--- config.mk ---
export PLATFORM = sky130hd
export DESIGN_NAME = delta_peak_energy_topk_core
export DESIGN_NICKNAME = d
export VERILOG_FILES = /design/src/hdl/dpetk_pkg.sv /design/src/hdl/dpetk_front.sv /design/src/hdl/dpetk_queue.sv /design/src/hdl/dpetk_back.sv /design/src/hdl/delta_peak_energy_topk_core.sv
export SDC_FILE = /design/constraint.sdc
export NUM_CORES = 2
export LEC_CHECK = 0
export ABC_AREA = 1
export BUFFER_PORTS_ARGS = -buffer_cell sky130_fd_sc_hd__buf_4
export CAP_MARGIN = 0
export CORE_MARGIN = 1.5
export CORE_UTILIZATION = 30
export DETAILED_ROUTE_END_ITERATION = 6
export GPL_ROUTABILITY_DRIVEN = 0
export GPL_TIMING_DRIVEN = 0
export SYNTH_ARGS = -nofsm -noshare
export SYNTH_HDL_FRONTEND = slang
export SYNTH_HIERARCHICAL = 1
export SYNTH_SLANG_ARGS = --single-unit
--- constraint.sdc ---
create_clock -name clk -period 18.6 [get_ports clk]
set_input_delay 3.72 -clock clk [delete_from_list [all_inputs] [get_ports clk]]
set_output_delay 3.72 -clock clk [all_outputs]
set_load 0.01 [all_outputs]
--- src/hdl/dpetk_pkg.sv ---
// Package for the delta peak / energy / top-k block.
// Holds the field widths, the run snapshot type and the queue status type.
// No dependencies; every module of the block imports it.
`default_nettype none

package dpetk_pkg;

  // Field widths
  localparam int SAMPLE_W = 24;
  localparam int MAG_W    = SAMPLE_W + 1;
  localparam int AMAG_W   = SAMPLE_W;
  localparam int SQ_W     = 2 * MAG_W;
  localparam int IDX_W    = 16;
  localparam int ENERGY_W = 64;
  localparam int LAG_W    = IDX_W + 1;
  localparam int RANK_W   = 3;

  // Ranked list
  localparam int TOP_N = 5;
  localparam int CNT_W = $clog2(TOP_N + 1);

  // Stream data widths (bytes padded)
  localparam int IN_DATA_W  = 48;
  localparam int OUT_PAY_W  = RANK_W + IDX_W + MAG_W + MAG_W + ENERGY_W + LAG_W;
  localparam int OUT_DATA_W = ((OUT_PAY_W + 7) / 8) * 8;

  // Snapshot queue
  localparam int Q_DEPTH = 2;
  localparam int Q_PTR_W = $clog2(Q_DEPTH);
  localparam int Q_CNT_W = $clog2(Q_DEPTH + 1);

  // Everything the back end needs to report one finished run
  typedef struct packed {
    logic [TOP_N-1:0][MAG_W-1:0] mags;
    logic [TOP_N-1:0][IDX_W-1:0] pos;
    logic [CNT_W-1:0]            count;
    logic [MAG_W-1:0]            peak;
    logic [ENERGY_W-1:0]         energy;
    logic [LAG_W-1:0]            lag;
  } dpetk_snap_t;

  // Queue status seen by both ends
  typedef struct packed {
    logic empty;
    logic full;
  } dpetk_qstat_t;

endpackage

`default_nettype wire

--- src/hdl/dpetk_front.sv ---
// Front end: accepts sample pairs, forms |A-B| and its square, and keeps the
// running peak, energy, top-k list and per-response peak indices.
// Depends on dpetk_pkg; pushes one snapshot per run into dpetk_queue.
`default_nettype none

module dpetk_front (
  input  wire                            clk,
  input  wire                            rst_n,
  input  wire                            in_tvalid,
  output logic                           in_tready,
  input  wire [dpetk_pkg::IN_DATA_W-1:0] in_tdata,
  input  wire                            in_tlast,
  input  dpetk_pkg::dpetk_qstat_t        qstat,
  output logic                           push,
  output dpetk_pkg::dpetk_snap_t         push_snap
);
  import dpetk_pkg::*;

  // Stage 1: registered input pair
  logic                       s1_vld_r;
  logic                       s1_last_r;
  logic signed [SAMPLE_W-1:0] s1_a_r;
  logic signed [SAMPLE_W-1:0] s1_b_r;

  // Stage 2: magnitudes and square
  logic              s2_vld_r;
  logic              s2_last_r;
  logic [MAG_W-1:0]  s2_dmag_r;
  logic [SQ_W-1:0]   s2_sq_r;
  logic [AMAG_W-1:0] s2_am_r;
  logic [AMAG_W-1:0] s2_bm_r;

  // Run state
  logic [IDX_W-1:0]            cnt_r;
  logic [MAG_W-1:0]            peak_r;
  logic [ENERGY_W-1:0]         energy_r;
  logic [TOP_N-1:0][MAG_W-1:0] top_mag_r;
  logic [TOP_N-1:0][IDX_W-1:0] top_pos_r;
  logic [TOP_N-1:0]            top_vld_r;
  logic [AMAG_W-1:0]           a_mag_r;
  logic [IDX_W-1:0]            a_pos_r;
  logic [AMAG_W-1:0]           b_mag_r;
  logic [IDX_W-1:0]            b_pos_r;

  // Next values of the run state
  logic [MAG_W-1:0]            peak_nxt;
  logic [ENERGY_W-1:0]         energy_nxt;
  logic [TOP_N-1:0][MAG_W-1:0] top_mag_nxt;
  logic [TOP_N-1:0][IDX_W-1:0] top_pos_nxt;
  logic [TOP_N-1:0]            top_vld_nxt;
  logic [AMAG_W-1:0]           a_mag_nxt;
  logic [IDX_W-1:0]            a_pos_nxt;
  logic [AMAG_W-1:0]           b_mag_nxt;
  logic [IDX_W-1:0]            b_pos_nxt;

  logic                       advance;
  logic                       first;
  logic signed [MAG_W-1:0]    diff;
  logic [MAG_W-1:0]           dmag;
  logic [AMAG_W-1:0]          am;
  logic [AMAG_W-1:0]          bm;
  logic [ENERGY_W:0]          esum;
  logic [TOP_N-1:0]           ins;
  logic [TOP_N-1:0]           shifted;
  logic [TOP_N-1:0][MAG_W-1:0] prev_mag;
  logic [TOP_N-1:0][IDX_W-1:0] prev_pos;
  logic [TOP_N-1:0]           prev_vld;
  logic [CNT_W-1:0]           n_valid;

  // The pipe stalls only when a finished run finds the queue full
  assign advance   = !(s2_vld_r && s2_last_r && qstat.full);
  assign in_tready = advance;
  assign push      = advance && s2_vld_r && s2_last_r;

  // Difference, magnitudes and square of stage 1
  always_comb begin
    diff = {s1_a_r[SAMPLE_W-1], s1_a_r} - {s1_b_r[SAMPLE_W-1], s1_b_r};
    dmag = diff[MAG_W-1] ? (~diff + 1'b1) : diff;
    am   = s1_a_r[SAMPLE_W-1] ? (~s1_a_r + 1'b1) : s1_a_r;
    bm   = s1_b_r[SAMPLE_W-1] ? (~s1_b_r + 1'b1) : s1_b_r;
  end

  // Peak, saturating energy and per-response peak trackers
  always_comb begin
    first      = !top_vld_r[0];
    peak_nxt   = (s2_dmag_r > peak_r) ? s2_dmag_r : peak_r;
    esum       = {1'b0, energy_r} + {{(ENERGY_W + 1 - SQ_W){1'b0}}, s2_sq_r};
    energy_nxt = esum[ENERGY_W] ? {ENERGY_W{1'b1}} : esum[ENERGY_W-1:0];
    a_mag_nxt  = a_mag_r;
    a_pos_nxt  = a_pos_r;
    b_mag_nxt  = b_mag_r;
    b_pos_nxt  = b_pos_r;
    if (first || (s2_am_r > a_mag_r)) begin
      a_mag_nxt = s2_am_r;
      a_pos_nxt = cnt_r;
    end
    if (first || (s2_bm_r > b_mag_r)) begin
      b_mag_nxt = s2_bm_r;
      b_pos_nxt = cnt_r;
    end
  end

  // Sorted insert: the first slot that is empty or strictly smaller takes the
  // new entry and everything below it moves down by one.
  always_comb begin
    prev_mag[0] = '0;
    prev_pos[0] = '0;
    prev_vld[0] = 1'b0;
    for (int i = 1; i < TOP_N; i++) begin
      prev_mag[i] = top_mag_r[i-1];
      prev_pos[i] = top_pos_r[i-1];
      prev_vld[i] = top_vld_r[i-1];
    end
    for (int i = 0; i < TOP_N; i++) begin
      ins[i] = !top_vld_r[i] || (s2_dmag_r > top_mag_r[i]);
    end
    shifted[0] = 1'b0;
    for (int i = 1; i < TOP_N; i++) begin
      shifted[i] = shifted[i-1] || ins[i-1];
    end
    for (int i = 0; i < TOP_N; i++) begin
      if (shifted[i]) begin
        top_mag_nxt[i] = prev_mag[i];
        top_pos_nxt[i] = prev_pos[i];
        top_vld_nxt[i] = prev_vld[i];
      end else if (ins[i]) begin
        top_mag_nxt[i] = s2_dmag_r;
        top_pos_nxt[i] = cnt_r;
        top_vld_nxt[i] = 1'b1;
      end else begin
        top_mag_nxt[i] = top_mag_r[i];
        top_pos_nxt[i] = top_pos_r[i];
        top_vld_nxt[i] = top_vld_r[i];
      end
    end
  end

  // Snapshot of the run including the last pair
  always_comb begin
    n_valid = '0;
    for (int i = 0; i < TOP_N; i++) begin
      n_valid = n_valid + CNT_W'(top_vld_nxt[i]);
    end
    push_snap.mags   = top_mag_nxt;
    push_snap.pos    = top_pos_nxt;
    push_snap.count  = n_valid;
    push_snap.peak   = peak_nxt;
    push_snap.energy = energy_nxt;
    push_snap.lag    = {1'b0, a_pos_nxt} - {1'b0, b_pos_nxt};
  end

  // Pipeline valid flags
  always_ff @(posedge clk) begin
    if (!rst_n) begin
      s1_vld_r <= 1'b0;
      s2_vld_r <= 1'b0;
    end else if (advance) begin
      s1_vld_r <= in_tvalid;
      s2_vld_r <= s1_vld_r;
    end
  end

  // Pipeline payload
  always_ff @(posedge clk) begin
    if (advance) begin
      s1_a_r    <= in_tdata[SAMPLE_W-1:0];
      s1_b_r    <= in_tdata[2*SAMPLE_W-1:SAMPLE_W];
      s1_last_r <= in_tlast;
      s2_last_r <= s1_last_r;
      s2_dmag_r <= dmag;
      s2_sq_r   <= dmag * dmag;
      s2_am_r   <= am;
      s2_bm_r   <= bm;
    end
  end

  // Run state: update per pair, clear after the last pair of a run
  always_ff @(posedge clk) begin
    if (!rst_n || push) begin
      cnt_r     <= '0;
      peak_r    <= '0;
      energy_r  <= '0;
      top_mag_r <= '0;
      top_pos_r <= '0;
      top_vld_r <= '0;
      a_mag_r   <= '0;
      a_pos_r   <= '0;
      b_mag_r   <= '0;
      b_pos_r   <= '0;
    end else if (advance && s2_vld_r) begin
      cnt_r     <= cnt_r + 1'b1;
      peak_r    <= peak_nxt;
      energy_r  <= energy_nxt;
      top_mag_r <= top_mag_nxt;
      top_pos_r <= top_pos_nxt;
      top_vld_r <= top_vld_nxt;
      a_mag_r   <= a_mag_nxt;
      a_pos_r   <= a_pos_nxt;
      b_mag_r   <= b_mag_nxt;
      b_pos_r   <= b_pos_nxt;
    end
  end

endmodule

`default_nettype wire

--- src/hdl/dpetk_queue.sv ---
// Two-entry queue of run snapshots between the front and back ends.
// Depends on dpetk_pkg for the snapshot and status types.
`default_nettype none

module dpetk_queue (
  input  wire                     clk,
  input  wire                     rst_n,
  input  wire                     push,
  input  dpetk_pkg::dpetk_snap_t  push_snap,
  input  wire                     pop,
  output dpetk_pkg::dpetk_snap_t  head,
  output dpetk_pkg::dpetk_qstat_t qstat
);
  import dpetk_pkg::*;

  dpetk_snap_t        mem_r [Q_DEPTH];
  logic [Q_PTR_W-1:0] wr_r;
  logic [Q_PTR_W-1:0] rd_r;
  logic [Q_CNT_W-1:0] cnt_r;

  assign head        = mem_r[rd_r];
  assign qstat.empty = (cnt_r == '0);
  assign qstat.full  = (cnt_r == Q_CNT_W'(Q_DEPTH));

  // Pointers and fill count
  always_ff @(posedge clk) begin
    if (!rst_n) begin
      wr_r  <= '0;
      rd_r  <= '0;
      cnt_r <= '0;
    end else begin
      if (push) begin
        wr_r <= wr_r + 1'b1;
      end
      if (pop) begin
        rd_r <= rd_r + 1'b1;
      end
      if (push && !pop) begin
        cnt_r <= cnt_r + 1'b1;
      end else if (pop && !push) begin
        cnt_r <= cnt_r - 1'b1;
      end
    end
  end

  // Entry storage
  always_ff @(posedge clk) begin
    if (push) begin
      mem_r[wr_r] <= push_snap;
    end
  end

endmodule

`default_nettype wire

--- src/hdl/dpetk_back.sv ---
// Back end: walks the ranked list of the snapshot at the queue head and sends
// one result per cycle while out_tready allows, through a registered output stage.
// Depends on dpetk_pkg; reads from dpetk_queue.
`default_nettype none

module dpetk_back (
  input  wire                             clk,
  input  wire                             rst_n,
  input  dpetk_pkg::dpetk_snap_t          head,
  input  dpetk_pkg::dpetk_qstat_t         qstat,
  output logic                            pop,
  output logic                            out_tvalid,
  input  wire                             out_tready,
  output logic [dpetk_pkg::OUT_DATA_W-1:0] out_tdata,
  output logic                            out_tlast
);
  import dpetk_pkg::*;

  logic [RANK_W-1:0]     k_r;
  logic                  vld_r;
  logic                  last_r;
  logic [OUT_DATA_W-1:0] data_r;
  logic                  load;
  logic                  is_last;
  logic [OUT_PAY_W-1:0]  pay;

  assign load    = !vld_r || out_tready;
  assign is_last = ({1'b0, k_r} + 1'b1) == {1'b0, RANK_W'(head.count)};
  assign pop     = load && !qstat.empty && is_last;

  // Result fields, lowest first: rank, index, magnitude, peak, energy, lag
  assign pay = {head.lag, head.energy, head.peak, head.mags[k_r], head.pos[k_r], k_r};

  // Rank walk and output valid
  always_ff @(posedge clk) begin
    if (!rst_n) begin
      k_r   <= '0;
      vld_r <= 1'b0;
    end else if (load) begin
      vld_r <= !qstat.empty;
      if (!qstat.empty) begin
        k_r <= is_last ? '0 : k_r + 1'b1;
      end
    end
  end

  // Output payload
  always_ff @(posedge clk) begin
    if (load) begin
      data_r <= {{(OUT_DATA_W - OUT_PAY_W){1'b0}}, pay};
      last_r <= is_last;
    end
  end

  assign out_tvalid = vld_r;
  assign out_tdata  = data_r;
  assign out_tlast  = last_r;

endmodule

`default_nettype wire

--- src/hdl/delta_peak_energy_topk_core.sv ---
// Delta peak / energy / top-5 core. Takes one sample pair per cycle unless stalled.
// A run's last pair passes stage 1, stage 2, the queue and the output stage before
// its first result; results then follow one per cycle while out_tready is high,
// one per ranked entry (1 to 5). A two-entry snapshot queue separates intake from
// reporting; intake stalls only when two finished runs are still waiting.
// Synchronous active-low reset clears the run state, the pipeline and the queue.
`default_nettype none

module delta_peak_energy_topk_core (
  input  wire                             clk,
  input  wire                             rst_n,
  // in_tdata: sample_a [23:0], sample_b [47:24]; in_tlast: last
  input  wire                             in_tvalid,
  output logic                            in_tready,
  input  wire [dpetk_pkg::IN_DATA_W-1:0]  in_tdata,
  input  wire                             in_tlast,
  // out_tdata: rank [2:0], rank_index [18:3], rank_magnitude [43:19],
  // peak_magnitude [68:44], energy [132:69], lag_samples [149:133];
  // out_tlast: final_result
  output logic                            out_tvalid,
  input  wire                             out_tready,
  output logic [dpetk_pkg::OUT_DATA_W-1:0] out_tdata,
  output logic                            out_tlast
);
  import dpetk_pkg::*;

  dpetk_qstat_t qstat;
  dpetk_snap_t  push_snap;
  dpetk_snap_t  head;
  logic         push;
  logic         pop;

  dpetk_front u_front (
    .clk       (clk),
    .rst_n     (rst_n),
    .in_tvalid (in_tvalid),
    .in_tready (in_tready),
    .in_tdata  (in_tdata),
    .in_tlast  (in_tlast),
    .qstat     (qstat),
    .push      (push),
    .push_snap (push_snap)
  );

  dpetk_queue u_queue (
    .clk       (clk),
    .rst_n     (rst_n),
    .push      (push),
    .push_snap (push_snap),
    .pop       (pop),
    .head      (head),
    .qstat     (qstat)
  );

  dpetk_back u_back (
    .clk        (clk),
    .rst_n      (rst_n),
    .head       (head),
    .qstat      (qstat),
    .pop        (pop),
    .out_tvalid (out_tvalid),
    .out_tready (out_tready),
    .out_tdata  (out_tdata),
    .out_tlast  (out_tlast)
  );

  // A snapshot is never written into a full queue.
  a_no_push_full: assert property (@(posedge clk) disable iff (!rst_n)
    push |-> !qstat.full)
    else $error("snapshot pushed into full queue");

  // Intake only stalls because the queue is full.
  a_stall_cause: assert property (@(posedge clk) disable iff (!rst_n)
    !in_tready |-> qstat.full)
    else $error("intake stalled with room in queue");

  // Within a run, results follow each other back to back with rising rank.
  a_rank_step: assert property (@(posedge clk) disable iff (!rst_n)
    (out_tvalid && out_tready && !out_tlast) |=>
      (out_tvalid && (out_tdata[2:0] == $past(out_tdata[2:0]) + 3'd1)))
    else $error("rank sequence broken");

  // Rank never passes the list length.
  a_rank_range: assert property (@(posedge clk) disable iff (!rst_n)
    out_tvalid |-> (out_tdata[2:0] < RANK_W'(TOP_N)))
    else $error("rank out of range");

endmodule

`default_nettype wire
==> impl_metrics.csv <==
group,metric,value,unit
worst_setup_path,startpoint_type,"flip-flop",
layout,seq_area,36700,um2
worst_setup_path,slowest_delay,0.81,ns
grt,grt_max_degree,108,
worst_setup_path,critPathCaptureType,"flip-flop",
grt,grt_pass1_vias,63200,
worst_setup_path,worstPathArrival,11.27,ns
status,outcome,"finished clean",
synth,synth_commonest_cells,"nand2_1, inv_1, edfxtp_1",
layout,drive_gt1_frac,0.105,
worst_setup_path,cp_common_cell,"fa_1",
synth,synth-async-reset-ratio,0,
worst_hold_path,holdCritPathClass,"reg2reg",
clocking,root_buffer,"clkbuf_16",
clocking,cts_setup_buffers,0,
grt,grt_util_all_layers,0.186,
synth,synth_most_common_cell,"nand2_1",
timing,skew,0.102,ns
worst_setup_path,cp.required,19.21,ns
clocking,cts_resized,0,
synth,netlist_area,86400,um2
detailed_routing,vias,66400,
clocking,clock_latency,0.86,ns
worst_setup_path,worstSetupPathType,"reg2reg",
synth,postSynthCellCount,9300,
timing,slew_headroom,0.0655,
detailed_routing,wl,279000,um
placement,port_buffers,205,
floorplan,die_x,540,um
layout,multi_input_area,42000,um2
detailed_routing,post-route-drc-count,0,
synth,ys_seq_area_frac,0.424,
placement,dpl_worst_slack,8.22,ns
run,max-cap-violations,0,
timing,period_minus_slack,10.65,ns
timing,slew_viol_final,0,
detailed_routing,drtAntennaViolNets,0,
timing,rsz0062_at_grt,"no",
layout,fillCellCount,29300,
timing,fmax,0.0939,GHz
timing,worst_pin_slew,1.40,ns
synth,ys_warn_count,6,
clocking,cts_tree,"built",
grt,gr-total-overflow,0,
floorplan,core_area,286000,um2
clocking,cts_htree_levels,4,
floorplan,rows,196,
floorplan,fp.dieH,540,um
synth,yosysTopAreaCell,"edfxtp_1",
layout,nets,10700,
synth,synth_top_area_frac,0.330,
timing,hold_ws,0.418,ns
clocking,clock_path_buffers,4,
detailed_routing,drt_iter0_drc,7008,
timing,period_share,0.573,
layout,area.growth.synth_to_final,14.0,%
grt,antenna_found_initial,9,
synth,synthFlopType,"edfxtp_1",
grt,grt_pass1_wl,408000,um
synth,ys_ff_latch,1356,
timing,setup-violations-final,0,
synth,synth_area_leaders,"edfxtp_1, fa_1, dfxtp_1, nand2_1, inv_1",
timing,finalHoldViolations,0,
worst_setup_path,cp_slowest_cell,"clkinv_1",
timing,finalWorstSetupSlack,7.95,ns
placement,place_hpwl,217000,um
floorplan,start_util,0.302,
detailed_routing,dr.pass1.iters,7,
detailed_routing,wl_per_cell,20.5,um
floorplan,io_pins,208,
clocking,path_clk_slew,0.06,ns
synth,postSynthAreaPerCell,9.29,um2
clocking,cts_buffers,160,
floorplan,fp.dieArea,291000,um2
clocking,hold_buffers,0,
clocking,cts_num_sinks,1356,
synth,synth-edff-count,950,
synth,ys_types,65,
worst_setup_path,path_max_fanout,10,
detailed_routing,post_drt_via_cell_ratio,4.89,
[layout make-up]
type | count | area share
clock buffer | 194 | 0.0437
sequential | 1356 | 0.372
timing repair buffer | 223 | 0.0199
buffer | 363 | 0.0182
multi-input combinational | 5975 | 0.426
tap | 3762 | 0.0478
inverter | 1624 | 0.0620
clock inverter | 92 | 0.00996
antenna | 3 | 0.0000762
[stage by stage]
stage               area, um2  setup TNS [ns]  utilization  cells
finish                  98500               0        0.344  13600
global route            98500               0        0.344  13600
CTS                     98500               0        0.344  13600
detailed placement      93200               0        0.326  13300
global placement        92800        -1933.01        0.324  13300
floorplan               86500               0            -   9318
[path summary, 6_finish.rpt]
path,from,to,slack [ns],depth (start not counted)
hold reg to reg,u_front/s1_last_r,u_front/s2_last_r,0.42,0
hold / removal,u_front/s1_last_r,u_front/s2_last_r,0.42,0
setup reg to reg,u_front/s1_b_r[23],u_front/s2_sq_r[47],7.95,36
setup / recovery,u_front/s1_b_r[23],u_front/s2_sq_r[47],7.95,36
[flip-flops by register name, indices dropped and copies added (netlist names), 2 cells and up, named ones only]
signal	count
u_front/peak_r	25
u_front/s1_a_r	24
u_queue/mem_r	628
u_front/s2_am_r	24
u_front/s2_sq_r	48
u_front/prev_mag	100
u_front/s1_b_r	24
u_back/k_r	3
u_front/top_pos_r	16
u_front/a_pos_r	16
u_front/a_mag_r	24
u_front/top_vld_r	5
u_queue/cnt_r	2
u_front/s2_dmag_r	25
u_front/cnt_r	16
u_front/b_pos_r	16
u_front/top_mag_r	25
u_front/b_mag_r	24
u_back/out_tdata	150
u_front/prev_pos	64
u_front/s2_bm_r	24
u_front/energy_r	64
[cells in the final DEF (no fill, tap or decap), types with 13 or more instances in the layout]
cell,count
nand4_1,60
nor4_1,15
nor3_1,56
xor2_1,114
clkbuf_16,163
dfxtp_1,406
nor2_4,14
bufinv_16,17
inv_1,1580
clkbuf_1,233
inv_2,37
buf_6,40
o21ai_0,607
o21a_1,18
a21o_1,21
clkinv_1,24
clkinv_2,27
mux2_4,260
buf_2,68
buf_1,32
a31oi_1,31
o21bai_1,19
o211ai_1,61
a21boi_0,13
xnor2_1,32
buf_4,213
nand2_1,1658
a21oi_1,642
mux2_2,54
nand3_1,490
conb_1,21
nor2_1,720
nor2_2,26
edfxtp_1,950
nand2_2,15
ha_1,474
fa_1,472
[critical path, delay by kind of cell (launching register included)]
family / cells / cell delay (ns)
fa+ha+maj: 9 / 4.47
buf+inv: 10 / 2.42
simple gates: 12 / 2.14
compound gates: 4 / 0.75
flops: 1 / 0.37
xor+xnor: 1 / 0.27
[kinds of logic (layout without fill, tap and decap cells)]
group | Yosys count | after routing | synth area share
xor gates and xnor gates | 153 | 153 | 0.0164
AOI/OAI and AO/OA | 1451 | 1451 | 0.0898
adders and majority gates | 946 | 946 | 0.178
other | 3 | 24 | 0.000130
muxes | 314 | 314 | 0.0522
DFF | 1356 | 1356 | 0.424
and+or+nand+nor | 3090 | 3090 | 0.148
buffers and inverters | 1987 | 2496 | 0.0913
[layer usage]
| layer | routed length, um | GRT usage |
|---|---|---|
| met5 | 0 | 0 |
| met3 | 25400 | 0.0364 |
| met1 | 118000 | 0.251 |
| met4 | 13800 | 0.0835 |
| met2 | 121000 | 0.289 |
Power is not shown: default switching activity piles up to over one toggle a cycle in this logic, so the estimate is an artifact.
